### src/hw/rtl/hrs_pkg.sv
// Shared types and constants for the HTTP request header scanner.
// Used by the front classifier, the back scan engine and the top level.
// No dependencies.
`default_nettype none

package hrs_pkg;

   // Fixed widths of the external fields
   localparam int FIELD_W = 13;
   localparam int BYTE_W  = 8;

   // Reset value of the request length limit register
   localparam logic [FIELD_W-1:0] CSR_LIMIT_RESET = 13'd4094;

   // Queue depths between front, back and the result port
   localparam int TOK_QUEUE_DEPTH = 4;
   localparam int RSP_QUEUE_DEPTH = 2;

   // Header match window: 'C' at the oldest tap, 'L' eight bytes later
   localparam int WIN_DEPTH = 15;
   localparam int TAP_C     = 14;
   localparam int TAP_L     = 6;

   // Bytes of interest
   localparam logic [BYTE_W-1:0] CH_SPACE = 8'h20;
   localparam logic [BYTE_W-1:0] CH_TAB   = 8'h09;
   localparam logic [BYTE_W-1:0] CH_SLASH = 8'h2F;
   localparam logic [BYTE_W-1:0] CH_COLON = 8'h3A;
   localparam logic [BYTE_W-1:0] CH_UP_C  = 8'h43;
   localparam logic [BYTE_W-1:0] CH_UP_L  = 8'h4C;
   localparam logic [BYTE_W-1:0] CH_CR    = 8'h0D;
   localparam logic [BYTE_W-1:0] CH_LF    = 8'h0A;
   localparam logic [BYTE_W-1:0] CH_ZERO  = 8'h30;
   localparam logic [BYTE_W-1:0] CH_NINE  = 8'h39;

   // Class of a byte as seen by the header window
   typedef enum logic [2:0] {
      CLS_OTHER = 3'd0,
      CLS_C     = 3'd1,
      CLS_L     = 3'd2,
      CLS_COLON = 3'd3,
      CLS_CR    = 3'd4,
      CLS_LF    = 3'd5
   } class_type;

   typedef enum logic [1:0] {
      ST_OK         = 2'd0,
      ST_BAD_METHOD = 2'd1,
      ST_BAD_URI    = 2'd2,
      ST_TOO_LONG   = 2'd3
   } status_type;

   // Input beat
   typedef struct packed {
      logic [BYTE_W-1:0] data_byte;
      logic              first_byte;
   } req_type;

   // Result beat
   typedef struct packed {
      status_type         status;
      logic               is_post;
      logic [FIELD_W-1:0] uri_length;
      logic [FIELD_W-1:0] body_length;
      logic [FIELD_W-1:0] request_length;
   } rsp_type;

   // Classified byte passed from front to back
   typedef struct packed {
      logic      first_byte;
      class_type cls;
      logic      is_space;
      logic      is_slash;
      logic      is_blank;
      logic      is_digit;
      logic [3:0] digit;
   } tok_type;

endpackage

`default_nettype wire

### src/hw/rtl/http_request_header_scanner_top.sv
// Top level of the HTTP request header scanner.
// Uses hrs_pkg, hrs_front, hrs_fifo and hrs_back.
//
// Usage:
//   Request bytes enter on the req_ channel (push/full); a byte is taken at a
//   clock edge with req_push high and req_full low. req_item.first_byte marks
//   the start of a request. Results leave on the rsp_ channel: while
//   rsp_empty is low the oldest result is on rsp_item, and it is taken at an
//   edge with rsp_pop high. A request gives at most one result: at the blank
//   line for GET or for a POST without body, after the last body byte for
//   other POSTs, or on an error. Throughput is one byte per cycle while
//   req_full is low. A result reaches rsp_item through the token queue and
//   the result queue: the scan engine works on the token queue head and
//   writes the result queue at the next edge.
//   The csr_ port loads the request length limit (reset 4094); write it only
//   while no request is in flight.
//   Reset empties both queues and returns the scan engine to idle, so bytes
//   are ignored until a flagged first byte.
//   When the receiver stalls, the 2-entry result queue fills, the scan engine
//   holds, and the 4-entry token queue absorbs bytes until req_full rises.
`default_nettype none

module http_request_header_scanner_top
   import hrs_pkg::*;
#(
   parameter int MAX_REQUEST = 4096
) (
   input  wire logic               clock,
   input  wire logic               reset,
   input  wire logic               req_push,
   input  wire req_type            req_item,
   output logic                    req_full,
   output logic                    rsp_empty,
   input  wire logic               rsp_pop,
   output rsp_type                 rsp_item,
   input  wire logic               csr_we,
   input  wire logic [FIELD_W-1:0] csr_wdata
);

   logic [FIELD_W-1:0] limit_ff;

   logic    tok_push, tok_full, tok_empty, tok_pop;
   tok_type tok_in_item;
   logic [$bits(tok_type)-1:0] tok_out_bits;
   tok_type tok_out_item;

   logic    res_push, res_full;
   rsp_type res_item;
   logic [$bits(rsp_type)-1:0] rsp_bits;

   // Length limit register
   always_ff @(posedge clock) begin
      if (reset) begin
         limit_ff <= CSR_LIMIT_RESET;
      end else if (csr_we) begin
         limit_ff <= csr_wdata;
      end
   end

   hrs_front u_front (
      .req_push (req_push),
      .req_item (req_item),
      .req_full (req_full),
      .tok_full (tok_full),
      .tok_push (tok_push),
      .tok_item (tok_in_item)
   );

   // Token queue between front and back
   hrs_fifo #(
      .WIDTH ($bits(tok_type)),
      .DEPTH (TOK_QUEUE_DEPTH)
   ) u_tok_queue (
      .clock (clock),
      .reset (reset),
      .push  (tok_push),
      .din   (tok_in_item),
      .full  (tok_full),
      .pop   (tok_pop),
      .dout  (tok_out_bits),
      .empty (tok_empty)
   );

   assign tok_out_item = tok_type'(tok_out_bits);

   hrs_back #(
      .MAX_REQUEST (MAX_REQUEST)
   ) u_back (
      .clock     (clock),
      .reset     (reset),
      .csr_limit (limit_ff),
      .tok_empty (tok_empty),
      .tok_item  (tok_out_item),
      .tok_pop   (tok_pop),
      .rsp_full  (res_full),
      .rsp_push  (res_push),
      .rsp_item  (res_item)
   );

   // Result queue toward the consumer
   hrs_fifo #(
      .WIDTH ($bits(rsp_type)),
      .DEPTH (RSP_QUEUE_DEPTH)
   ) u_rsp_queue (
      .clock (clock),
      .reset (reset),
      .push  (res_push),
      .din   (res_item),
      .full  (res_full),
      .pop   (rsp_pop),
      .dout  (rsp_bits),
      .empty (rsp_empty)
   );

   assign rsp_item = rsp_type'(rsp_bits);

endmodule

`default_nettype wire

### src/hw/rtl/hrs_fifo.sv
// Small register FIFO used for the token queue and the result queue.
// Depends on nothing; width and depth are parameters.
`default_nettype none

module hrs_fifo #(
   parameter int WIDTH = 8,
   parameter int DEPTH = 4
) (
   input  wire logic             clock,
   input  wire logic             reset,
   input  wire logic             push,
   input  wire logic [WIDTH-1:0] din,
   output logic                  full,
   input  wire logic             pop,
   output logic [WIDTH-1:0]      dout,
   output logic                  empty
);

   localparam int AW   = (DEPTH > 1) ? $clog2(DEPTH) : 1;
   localparam int CNTW = $clog2(DEPTH + 1);

   logic [WIDTH-1:0] slot_ff [DEPTH];
   logic [AW-1:0]    wr_ptr_ff, wr_ptr_in;
   logic [AW-1:0]    rd_ptr_ff, rd_ptr_in;
   logic [CNTW-1:0]  count_ff, count_in;
   logic             do_push, do_pop;

   assign full    = (count_ff == CNTW'(DEPTH));
   assign empty   = (count_ff == '0);
   assign do_push = push && !full;
   assign do_pop  = pop && !empty;
   assign dout    = slot_ff[rd_ptr_ff];

   // Pointer and occupancy update
   always_comb begin
      wr_ptr_in = wr_ptr_ff;
      rd_ptr_in = rd_ptr_ff;
      count_in  = count_ff;
      if (do_push) begin
         wr_ptr_in = (wr_ptr_ff == AW'(DEPTH - 1)) ? '0 : wr_ptr_ff + 1'b1;
      end
      if (do_pop) begin
         rd_ptr_in = (rd_ptr_ff == AW'(DEPTH - 1)) ? '0 : rd_ptr_ff + 1'b1;
      end
      case ({do_push, do_pop})
         2'b10:   count_in = count_ff + 1'b1;
         2'b01:   count_in = count_ff - 1'b1;
         default: count_in = count_ff;
      endcase
   end

   always_ff @(posedge clock) begin
      if (reset) begin
         wr_ptr_ff <= '0;
         rd_ptr_ff <= '0;
         count_ff  <= '0;
      end else begin
         wr_ptr_ff <= wr_ptr_in;
         rd_ptr_ff <= rd_ptr_in;
         count_ff  <= count_in;
      end
   end

   // Storage, no reset
   always_ff @(posedge clock) begin
      if (do_push) begin
         slot_ff[wr_ptr_ff] <= din;
      end
   end

endmodule

`default_nettype wire

### src/hw/rtl/hrs_front.sv
// Front end: accepts request bytes and classifies them into tokens.
// Depends on hrs_pkg; feeds the token queue in front of the scan engine.
`default_nettype none

module hrs_front
   import hrs_pkg::*;
(
   input  wire logic    req_push,
   input  wire req_type req_item,
   output logic         req_full,
   input  wire logic    tok_full,
   output logic         tok_push,
   output tok_type      tok_item
);

   logic [BYTE_W-1:0] b;
   logic [BYTE_W-1:0] digit_off;

   assign b         = req_item.data_byte;
   assign digit_off = b - CH_ZERO;

   // Backpressure comes straight from the token queue
   assign req_full = tok_full;
   assign tok_push = req_push;

   // Byte classification
   always_comb begin
      tok_item.first_byte = req_item.first_byte;
      tok_item.is_space   = (b == CH_SPACE);
      tok_item.is_slash   = (b == CH_SLASH);
      tok_item.is_blank   = (b == CH_SPACE) || (b == CH_TAB);
      tok_item.is_digit   = (b >= CH_ZERO) && (b <= CH_NINE);
      tok_item.digit      = digit_off[3:0];
      case (b)
         CH_UP_C:  tok_item.cls = CLS_C;
         CH_UP_L:  tok_item.cls = CLS_L;
         CH_COLON: tok_item.cls = CLS_COLON;
         CH_CR:    tok_item.cls = CLS_CR;
         CH_LF:    tok_item.cls = CLS_LF;
         default:  tok_item.cls = CLS_OTHER;
      endcase
   end

endmodule

`default_nettype wire

### src/hw/rtl/hrs_back.sv
// Back end: scan engine that walks method, URI, header and body per token.
// Depends on hrs_pkg; pops the token queue and pushes the result queue.
`default_nettype none

module hrs_back
   import hrs_pkg::*;
#(
   parameter int MAX_REQUEST = 4096
) (
   input  wire logic               clock,
   input  wire logic               reset,
   input  wire logic [FIELD_W-1:0] csr_limit,
   input  wire logic               tok_empty,
   input  wire tok_type            tok_item,
   output logic                    tok_pop,
   input  wire logic               rsp_full,
   output logic                    rsp_push,
   output rsp_type                 rsp_item
);

   localparam int CNT_RAW = $clog2(MAX_REQUEST + 2);
   localparam int CW      = (CNT_RAW > FIELD_W) ? CNT_RAW : FIELD_W;
   localparam int AW      = CW + 4;

   typedef enum logic [2:0] {
      PH_IDLE, PH_METHOD, PH_URI_FIRST, PH_URI, PH_HEADER, PH_BODY, PH_DONE
   } phase_type;

   typedef enum logic [1:0] {
      NUM_OFF, NUM_SKIP, NUM_LEAD, NUM_DIGITS
   } num_type;

   phase_type phase_ff, phase_in;
   num_type   num_ff, num_in;
   logic [CW-1:0] count_ff, count_in;
   logic [CW-1:0] uri_ff, uri_in;
   logic [CW-1:0] len_ff, len_in;
   logic [CW-1:0] body_ff, body_in;
   logic          post_ff, post_in;
   class_type     win_ff [WIN_DEPTH];
   class_type     win_in [WIN_DEPTH];

   logic          go;
   logic          emit;
   status_type    emit_status;
   logic [CW-1:0] limit;
   logic [CW-1:0] csr_ext;
   logic [AW-1:0] acc;

   // Effective limit clamps the register at MAX_REQUEST
   assign csr_ext = CW'(csr_limit);
   assign limit   = (csr_ext > CW'(MAX_REQUEST)) ? CW'(MAX_REQUEST) : csr_ext;

   assign go      = !tok_empty && !rsp_full;
   assign tok_pop = go;

   // Per-token scan step
   always_comb begin
      phase_in    = phase_ff;
      num_in      = num_ff;
      count_in    = count_ff;
      uri_in      = uri_ff;
      len_in      = len_ff;
      body_in     = body_ff;
      post_in     = post_ff;
      win_in      = win_ff;
      emit        = 1'b0;
      emit_status = ST_OK;
      acc         = ({4'b0, len_ff} << 3) + ({4'b0, len_ff} << 1) + AW'(tok_item.digit);

      if (go) begin
         // A flagged first byte restarts the scan
         if (tok_item.first_byte) begin
            phase_in = PH_METHOD;
            num_in   = NUM_OFF;
            count_in = '0;
            uri_in   = '0;
            len_in   = '0;
            body_in  = '0;
            post_in  = 1'b0;
            for (int i = 0; i < WIN_DEPTH; i++) begin
               win_in[i] = CLS_OTHER;
            end
         end

         if (phase_in != PH_IDLE && phase_in != PH_DONE) begin
            count_in = count_in + 1'b1;
            if (count_in > limit) begin
               emit        = 1'b1;
               emit_status = ST_TOO_LONG;
            end else begin
               case (phase_in)
                  PH_METHOD: begin
                     if (count_in == CW'(4) && tok_item.is_space) begin
                        post_in  = 1'b0;
                        phase_in = PH_URI_FIRST;
                     end else if (count_in == CW'(5)) begin
                        if (!tok_item.is_space) begin
                           emit        = 1'b1;
                           emit_status = ST_BAD_METHOD;
                        end else begin
                           post_in  = 1'b1;
                           phase_in = PH_URI_FIRST;
                        end
                     end
                  end
                  PH_URI_FIRST: begin
                     if (!tok_item.is_slash) begin
                        emit        = 1'b1;
                        emit_status = ST_BAD_URI;
                     end else begin
                        uri_in   = CW'(1);
                        phase_in = PH_URI;
                     end
                  end
                  PH_URI: begin
                     if (tok_item.is_space) begin
                        for (int i = 0; i < WIN_DEPTH; i++) begin
                           win_in[i] = CLS_OTHER;
                        end
                        phase_in = PH_HEADER;
                     end else begin
                        uri_in = uri_in + 1'b1;
                     end
                  end
                  PH_HEADER: begin
                     // shift window, newest class at tap 0
                     for (int i = WIN_DEPTH - 1; i > 0; i--) begin
                        win_in[i] = win_ff[i-1];
                     end
                     win_in[0] = tok_item.cls;

                     // decimal length accumulate
                     case (num_ff)
                        NUM_SKIP: num_in = NUM_LEAD;
                        NUM_LEAD, NUM_DIGITS: begin
                           if (tok_item.is_digit) begin
                              len_in = (acc > AW'(MAX_REQUEST)) ? CW'(MAX_REQUEST)
                                                                : acc[CW-1:0];
                              num_in = NUM_DIGITS;
                           end else if (num_ff == NUM_LEAD && tok_item.is_blank) begin
                              num_in = NUM_LEAD;
                           end else begin
                              num_in = NUM_OFF;
                           end
                        end
                        default: num_in = num_ff;
                     endcase

                     // length field name seen: restart the number
                     if (win_in[TAP_C] == CLS_C && win_in[TAP_L] == CLS_L &&
                         win_in[0] == CLS_COLON) begin
                        len_in = '0;
                        num_in = NUM_SKIP;
                     end

                     // blank line ends the header
                     if (win_in[3] == CLS_CR && win_in[2] == CLS_LF &&
                         win_in[1] == CLS_CR && win_in[0] == CLS_LF) begin
                        num_in = NUM_OFF;
                        if (!post_in || len_in == '0) begin
                           emit = 1'b1;
                        end else begin
                           body_in  = len_in;
                           phase_in = PH_BODY;
                        end
                     end
                  end
                  PH_BODY: begin
                     if (body_in != '0) begin
                        body_in = body_in - 1'b1;
                     end
                     if (body_in == '0) begin
                        emit = 1'b1;
                     end
                  end
                  default: phase_in = phase_in;
               endcase
            end
            if (emit) begin
               phase_in = PH_DONE;
            end
         end
      end
   end

   // Result beat toward the result queue
   assign rsp_push                = emit;
   assign rsp_item.status         = emit_status;
   assign rsp_item.is_post        = post_in;
   assign rsp_item.uri_length     = uri_in[FIELD_W-1:0];
   assign rsp_item.body_length    = len_in[FIELD_W-1:0];
   assign rsp_item.request_length = count_in[FIELD_W-1:0];

   always_ff @(posedge clock) begin
      if (reset) begin
         phase_ff <= PH_IDLE;
         num_ff   <= NUM_OFF;
         count_ff <= '0;
         uri_ff   <= '0;
         len_ff   <= '0;
         body_ff  <= '0;
         post_ff  <= 1'b0;
         for (int i = 0; i < WIN_DEPTH; i++) begin
            win_ff[i] <= CLS_OTHER;
         end
      end else begin
         phase_ff <= phase_in;
         num_ff   <= num_in;
         count_ff <= count_in;
         uri_ff   <= uri_in;
         len_ff   <= len_in;
         body_ff  <= body_in;
         post_ff  <= post_in;
         win_ff   <= win_in;
      end
   end

endmodule

`default_nettype wire

### config.mk
export PLATFORM = sky130hd
export DESIGN_NAME = http_request_header_scanner_top
export DESIGN_NICKNAME = d
export VERILOG_FILES = /design/src/hw/rtl/hrs_pkg.sv /design/src/hw/rtl/http_request_header_scanner_top.sv /design/src/hw/rtl/hrs_fifo.sv /design/src/hw/rtl/hrs_front.sv /design/src/hw/rtl/hrs_back.sv
export SDC_FILE = /design/constraint.sdc
export NUM_CORES = 1
export LEC_CHECK = 0
export ABC_AREA = 0
export BUFFER_PORTS_ARGS = -buffer_cell sky130_fd_sc_hd__buf_4
export CORE_UTILIZATION = 56
export DETAILED_ROUTE_END_ITERATION = 6
export PLACE_DENSITY = 0.77
export SYNTH_ARGS = -nofsm -noshare
export SYNTH_HDL_FRONTEND = slang
export SYNTH_HIERARCHICAL = 1
export SYNTH_SLANG_ARGS = --single-unit
### constraint.sdc
create_clock -name clock -period 6.4 [get_ports clock]
set_input_delay 0.96 -clock clock [delete_from_list [all_inputs] [get_ports clock]]
set_output_delay 0.96 -clock clock [all_outputs]
set_load 0.1 [all_outputs]
==> reports/qor_table.md, run 1 <==
| Result | Reported |
| --- | --- |
| Aggregate negative setup slack | 0 ps |
| Arrival time worst endpoint | 6030 ps |
| Synthesized Nets | 1360 |
| Hold Violations, Final | 0 |
| Overall fraction of global-route tracks in use | 24.6% |
| Number of detailed-routing iterations run before antenna repair | 6 |
| Detail Route Antenna Nets | 0 |
| Count of endpoints failing setup in the final report | 0 |
| Class of the worst hold path | reg -> reg |
| Final setup skew | 21.5 ps |
| Maximum buffer depth of the clock tree | 3 |
| Yosys warning count | 6 |
| Number of placed I/O pins | 71 |
| Proportion of power drawn by the clock network | 30.5% |
| Vias in the first global route | 9449 |
| Tcrit/Tclk final | 90.9% |
| Latest clock arrival within the worst-skew pair | 530 ps |
| Root Driver | clkbuf_16 |
| Worst setup slack before clock tree synthesis | 654 ps |
| I/O Buffers | 70 |
| Total detailed-routing wirelength | 30.0 mm |
| Share of layout cells above drive strength 1 | 16.5% |
| Antenna violations before repair | 0 |
| Cts bufs inserted | 25 |
| Sequential fraction of the synthesis area | 49.2% |
| First-pass GRT wire length | 47.8 mm |
| Internal power | 3.29 mW |
| Clock edge transition at the registers on the reported setup and hold paths | 60 ps |
| Max Fclk | 0.172 GHz |
| Leak pwr | 5.42 nW |
| Width of the chip | 156 um |
| Hold_buf cts | 0 |
| Total via count in the routed design | 9998 |
| Largest fanout on the critical path | 42 |
| Grt total ovfl | 0 |
| TritonCTS clock tree | built |
| Number of diodes | 0 |
| Cts repair resizes | 0 |
| Number of clock sinks seen by CTS | 259 |
| Critical Setup Path Class | reg -> reg |
| First-iteration detailed-routing DRC count | 895 |
| Vias per inst | 6.05 |
| Share of the synthesized area in the top cell type | 30.0% |
| Remaining DRCs | 0 |
| Worst Setup Slack, final | 581 ps |
| Unrepaired setup endpoints after global routing | no |
| PD cells | 342 nW/um2 |
| Worst slack on hold paths | 487 ps |
| Leading cell type in the layout, fill and taps excluded | edfxtp_1 |
| Mean instance size in the synthesized netlist | 10.3 um2 |
| Area Overhead vs Synth | 12.1% |
| Worst ir drop on vdd | 282 uV |
| Top area cells in the synthesized netlist | edfxtp_1 (30%), dfxtp_1 (19%), ha_1 (4.7%), mux2_2 (3.7%), nor2_1 (3.3%) |
| Time the worst path needs with I/O delays and setup | 5820 ps |
| Final weighted congestion of routability-driven global placement | 0.964 |
| Wire per inst | 18.1 um |
| Number of distinct library cells after synthesis | 92 |
| Asr flop ratio synth | 0% |
| Sequential share of power | 38.6% |
| Worst Tran Pin Value | 1060 ps |
| Die extent in y | 156 um |
| Total Die Area | 24200 um2 |
| Number of H-tree branching levels | 1 |
| Crit path capture type | flop |
| Number of enable-type register cells in the synthesized netlist | 132 |
| Endpoint required time on the critical path | 6610 ps |
| Number of rows created at floorplan | 55 |
| Library cell occupying the most area in the post-synthesis netlist | edfxtp_1 |
| Layout Nets | 1402 |
| Gate count after technology mapping | 1280 |
| Critical path launch point type | flop |
| Most instantiated flip-flop cell in the synthesis netlist | edfxtp_1 |
| Max-cap check violation count | 0 |
| Leading cell types in the layout, fill and taps excluded | edfxtp_1 (132), dfxtp_1 (126), nor2_1 (117), nand2_1 (117), buf_4 (92) |
| Fill cell total of the finished layout | 1752 |
| Largest net degree at the start of global routing | 96 |
| Setup fix buffers added after clock tree synthesis | 0 |
| Net switching power | 1.78 mW |
| Netlist area before placement | 13200 um2 |
| Share of power burned in combinational logic | 30.9% |
| Placed wire-length estimate after detailed placement | 20.2 mm |
| Worst slew margin relative to its limit | 29.2% |
| Max-slew violation total from the final report | 0 |
| Synth Register Bits | 259 |
| Starting Density | 57.7% |
| Run status | completed |
| Switching Share | 35.1% |
| Core box area | 22900 um2 |
==> final timing paths <==
kind / start / end / slack, ps / depth (start not counted)
worst max-delay path: flop / u_rsp_queue/slot_ff[0][13]$_DFFE_PP_ / 580 / 23
worst min-delay path: u_rsp_queue/wr_ptr_ff$_SDFFE_PP0P_ / u_rsp_queue/wr_ptr_ff$_SDFFE_PP0P_ / 490 / 2
worst max register to register: flop / u_rsp_queue/slot_ff[0][13]$_DFFE_PP_ / 580 / 23
worst min register to register: u_rsp_queue/wr_ptr_ff$_SDFFE_PP0P_ / u_rsp_queue/wr_ptr_ff$_SDFFE_PP0P_ / 490 / 2
==> power groups by stage <==
stage                     Clock, mW  Combinational [mW]  Sequential (mW)
after floorplan                   0                1.20             1.93
after CTS                      1.56                1.54             1.96
after global routing           1.62                1.69             1.98
final                          1.55                1.57             1.96
after detailed placement          0                1.53             1.99
after global placement            0                1.51             1.99
==> state kept, by name, summed over array words and instances, names as in the netlist, named ones only <==
signal and count:
u_tok_queue/rd_ptr_ff 2, u_back/phase_ff 3, u_tok_queue/slot_ff 48, u_back/count_ff 13
u_rsp_queue/count_ff 2, u_tok_queue/count_ff 3, limit_ff 13, u_back/body_ff 13
u_back/uri_ff 13, u_rsp_queue/slot_ff 84, u_tok_queue/wr_ptr_ff 2, u_back/len_ff 13
u_back/win_ff 42, u_back/num_ff 2, u_rsp_queue/rd_ptr_ff 1, u_back/post_ff 1
u_rsp_queue/wr_ptr_ff 1
==> Yosys cell counts, types with 5 or more instances <==
master    count
nor2_1      118
dfxtp_1     127
and3_1       10
nor3_1       29
buf_2         9
mux2_2       43
a211o_1      13
xor2_1       21
nand4b_1      5
buf_4        10
o31ai_1       6
edfxtp_1    132
nor2b_1      54
ha_1         50
or4_1         5
mux4_2       12
o21a_1        8
a21o_1       10
nand2b_1      6
a21oi_1      59
a221oi_1      6
o21ai_0      65
a22oi_1      48
nand3_1      19
nor4_1       11
nand4_1       8
a22o_1       12
a211oi_1     12
nand2_1     117
clkbuf_1     51
inv_1        41
mux2i_1      13
a31oi_1      14
xnor2_1      14
or3_1        16
==> through the flow <==
step                      util [%]  power, mW  area, um2  instances
after floorplan                  -       3.14      13200       1280
after global placement        61.0       3.50      14000       1608
after detailed placement      61.0       3.52      14000       1608
after CTS                     64.7       5.06      14800       1653
after global routing          64.7       5.29      14800       1653
final                         64.7       5.08      14800       1653
==> per-layer routing <==
metal	track usage, %	vias to the layer above	part of all wire (%)
li1	-	4804	-
met1	33.3	4748	44
met2	40.4	388	47
met3	3.64	58	6.6
met4	8.40	0	2.5
met5	0	-	0
==> cell families after synthesis <==
| kind of cell | Yosys count | share of synthesized area (%) |
|---|---|---|
| buffers and inverters | 122 | 4.26 |
| AND/OR/NAND/NOR | 434 | 16.2 |
| flip-flops | 259 | 49.2 |
| adder cells (fa/ha/maj) | 53 | 5.18 |
| XOR/XNOR | 35 | 2.32 |
| multiplexers | 68 | 6.69 |
| AO/OA/AOI/OAI | 309 | 16.1 |
==> cell type report <==
class                           count  area, um2  share of cell area [%]
Clock buffer                       34        701                    4.72
Clock inverter                     11        163                    1.10
Inverter                           43        165                    1.11
Multi-Input combinational cell    899       6170                    41.6
Sequential cell                   259       6510                    43.9
Tap cell                          313        392                    2.64
Timing Repair Buffer               94        731                    4.93
==> worst max-delay path, cell delays in order (launching register included) <==
cell and delay [ps]:
dfxtp_1 410, buf_4 200, mux4_2 610, nor2b_1 140
buf_4 140, ha_1 200, inv_1 110, nor4_4 360
nand3_1 220, or3_1 380, a21oi_1 210, ha_1 180
nand4_1 120, a21oi_1 130, o21ai_0 90, a31oi_1 220
o31a_1 430, a21oi_1 120, o2111a_1 210, nor2_1 170
inv_1 70, or3_1 400, clkinvlp_4 110, buf_12 240
Power figures use the tool's default switching activity.
==> run 2: changes to the inputs <==
--- a/config.mk
+++ b/config.mk
@@ -9,7 +9,7 @@
 export BUFFER_PORTS_ARGS = -buffer_cell sky130_fd_sc_hd__buf_4
 export CORE_UTILIZATION = 56
 export DETAILED_ROUTE_END_ITERATION = 6
-export PLACE_DENSITY = 0.77
+export PLACE_DENSITY = 0.83
 export SYNTH_ARGS = -nofsm -noshare
 export SYNTH_HDL_FRONTEND = slang
 export SYNTH_HIERARCHICAL = 1
==> reports/qor_table.md, run 2 (synthesis gave the netlist of run 1 again) <==
| Result | Reported | vs previous |
| --- | --- | --- |
| Clock edge transition at the registers on the reported setup and hold paths | 60 ps | about the same |
| Cts repair resizes | 0 | unchanged |
| Final setup skew | 13.5 ps | -8.04 ps |
| Number of rows created at floorplan | 55 | unchanged |
| Chain of cells forming the critical path | mux4_2 -> inv_1 -> fa_1 -> fa_1 -> nor2b_1 -> o2111ai_1 -> a21oi_1 -> o41ai_4 -> xnor2_1 -> or4_4 -> o21a_1 -> nor3_1 -> nor2_1 -> o2111a_1 -> nor2_1 -> inv_1 -> or3_1 -> clkinvlp_4 -> buf_12 |  |
| Placed cells | 1606 | -0.12% |
| Largest regs | u_rsp_queue/slot_ff x84, u_tok_queue/slot_ff x48, u_back/win_ff x42 |  |
| Proportion of power drawn by the clock network | 30.7% | +0.2 points |
| Buffers and inverters on the worst path | 4 | -2 |
| Share of power burned in combinational logic | 30.7% | -0.2 points |
| Setup fix buffers added after clock tree synthesis | 0 | unchanged |
| Number of placed I/O pins | 71 | unchanged |
| Count of endpoints failing setup in the final report | 0 | unchanged |
| Core box area | 22900 um2 | unchanged |
| Cts bufs inserted | 26 | +4.0% |
| Starting Density | 57.7% | unchanged |
| Total detailed-routing wirelength | 29.7 mm | -0.92% |
| Endpoint required time on the critical path | 6620 ps | about the same |
| Total design power | 5.09 mW | +0.20% |
| Number of H-tree branching levels | 1 | unchanged |
| Layout Nets | 1401 | -0.071% |
| Critical Setup Path Class | reg -> reg |  |
| Unrepaired setup endpoints after global routing | no |  |
| Sequential share of power | 38.6% | about the same |
| Overall fraction of global-route tracks in use | 24.6% | about the same |
| Aggregate negative setup slack | 0 ps | unchanged |
| Largest fanout on the critical path | 28 | -33% |
| Top Family by Delay on Critical Path | simple AND/OR/NAND/NOR gates |  |
| Vias per inst | 6.11 | +0.95% |
| Final weighted congestion of routability-driven global placement | 0.934 | -3.1% |
| Worst slack on hold paths | 486 ps | -1.29 ps |
| PD cells | 343 nW/um2 | +0.10% |
| Arrival time worst endpoint | 6190 ps | +160 ps |
| Max-slew violation total from the final report | 0 | unchanged |
| Grt total ovfl | 0 | unchanged |
| Worst Tran Pin Value | 1170 ps | +112 ps |
| Class of the worst hold path | reg -> reg |  |
| Share of layout cells above drive strength 1 | 16.6% | +0.14 points |
| Maximum buffer depth of the clock tree | 3 | unchanged |
| Total Die Area | 24200 um2 | unchanged |
| Detail Route Antenna Nets | 0 | unchanged |
| Net switching power | 1.81 mW | +1.6% |
| Leak pwr | 5.42 nW | about the same |
| Failing checks | DRC |  |
| Hold Violations, Final | 0 | unchanged |
| Max-cap check violation count | 0 | unchanged |
| Worst ir drop on vdd | 242 uV | -14% |
| Leading cell type in the layout, fill and taps excluded | edfxtp_1 |  |
| Vias in the first global route | 9585 | +1.4% |
| Latest clock arrival within the worst-skew pair | 530 ps | about the same |
| Switching Share | 35.6% | +0.50 points |
| Worst Setup Slack, final | 430 ps | -151 ps |
| Time the worst path needs with I/O delays and setup | 5970 ps | +151 ps |
| I/O Buffers | 70 | unchanged |
| Worst slew margin relative to its limit | 21.7% | -7.5 points |
| Total via count in the routed design | 10100 | +1.0% |
| First-iteration detailed-routing DRC count | 838 | -6.4% |
| Root Driver | clkbuf_16 |  |
| Max Fclk | 0.168 GHz | -2.5% |
| First-pass GRT wire length | 48.1 mm | +0.52% |
| Internal power | 3.28 mW | -0.57% |
| Wire per inst | 18.0 um | -0.98% |
| TritonCTS clock tree | built |  |
| Crit path capture type | flop |  |
| Max FFs per register | 84 | unchanged |
| Hold_buf cts | 0 | unchanged |
| Delay contributed by the slowest stage of the critical path | 550 ps | -60 ps |
| Number of detailed-routing iterations run before antenna repair | 7 | +1 |
| Number of diodes | 0 | unchanged |
| Width of the chip | 156 um | unchanged |
| Slowest-stage cell, CP | mux4_2 |  |
| Largest net degree at the start of global routing | 70 | -27% |
| Number of clock sinks seen by CTS | 259 | unchanged |
| Placed wire-length estimate after detailed placement | 20.3 mm | +0.73% |
| Area Overhead vs Synth | 12.2% |  |
| Remaining DRCs | 4 | +4 |
| Critical path launch point type | flop |  |
| Leading cell types in the layout, fill and taps excluded | edfxtp_1 (132), dfxtp_1 (126), nor2_1 (117), nand2_1 (117), buf_4 (90) |  |
| Largest Register | u_rsp_queue/slot_ff |  |
| Antenna violations before repair | 0 | unchanged |
| Tcrit/Tclk final | 93.3% | +2.4 points |
| Run status | complete, but fails checks |  |
| Post-route non-filler standard cell count | 1654 | +0.060% |
| Die extent in y | 156 um | unchanged |
| Worst setup slack before clock tree synthesis | 480 ps | -174 ps |
==> run 2: changes by cell type in the layout (fill, tap and decap cells not counted) <==
cell	before	now
clkinvlp_4	1	3
clkinv_4	0	2
clkbuf_2	1	0
buf_4	92	90
clkbuf_16	25	28
bufinv_16	4	2
clkinv_2	3	4
clkbuf_1	4	3
clkbuf_8	4	3
==> run 2: metal layers <==
metal  up-vias  routed length [um]  global-route usage, %
met5         -                   0                      0
met4         0                 548                   6.96
met3        52                2170                   3.31
met2       374               14100                   40.9
met1      4863               12800                   33.6
li1       4810                   -                      -
==> run 2: layout make-up <==
class                           count  area (um2)
Fill cell                        1810        8070
Sequential cell                   259        6510
Multi-Input combinational cell    899        6170
Clock buffer                       34         753
Timing Repair Buffer               92         716
Tap cell                          313         392
Inverter                           43         165
Clock inverter                     14         140
==> run 2: metrics by stage <==
step | util (%) | instance area (um2)
floorplan | - | 13200
global placement | 60.9 | 14000
detailed placement | 60.9 | 14000
CTS | 64.8 | 14800
global route | 64.8 | 14800
finish | 64.8 | 14800
==> run 2: worst reg2reg max path, cell delays in order, from the launching register on <==
cell        delay [ps]
dfxtp_1            500
mux4_2             550
inv_1               90
fa_1               430
fa_1               480
nor2b_1            170
o2111ai_1          200
a21oi_1            350
o41ai_4             90
xnor2_1            150
or4_4              550
o21a_1             220
nor3_1             300
nor2_1              90
o2111a_1           290
nor2_1             160
inv_1               70
or3_1              400
clkinvlp_4         310
buf_12             240
==> run 2: worst paths after layout <==
path,endpoint,start,cells after the start,slack (ps)
max reg2reg,u_rsp_queue/slot_ff[0][19]$_DFFE_PP_,flop,19,430
min,limit_ff[0]$_SDFFE_PP0P_,limit_ff[0]$_SDFFE_PP0P_,2,490
max,u_rsp_queue/slot_ff[0][19]$_DFFE_PP_,flop,19,430
min reg2reg,limit_ff[0]$_SDFFE_PP0P_,limit_ff[0]$_SDFFE_PP0P_,2,490
==> run 2: power by group through the flow <==
stage / sequential [mW] / combinational (mW) / clock, mW
detailed placement: 1.99 / 1.53 / 0
floorplan: 1.93 / 1.20 / 0
finish: 1.96 / 1.56 / 1.56
global route: 1.98 / 1.68 / 1.66
CTS: 1.96 / 1.53 / 1.59
global placement: 1.99 / 1.51 / 0
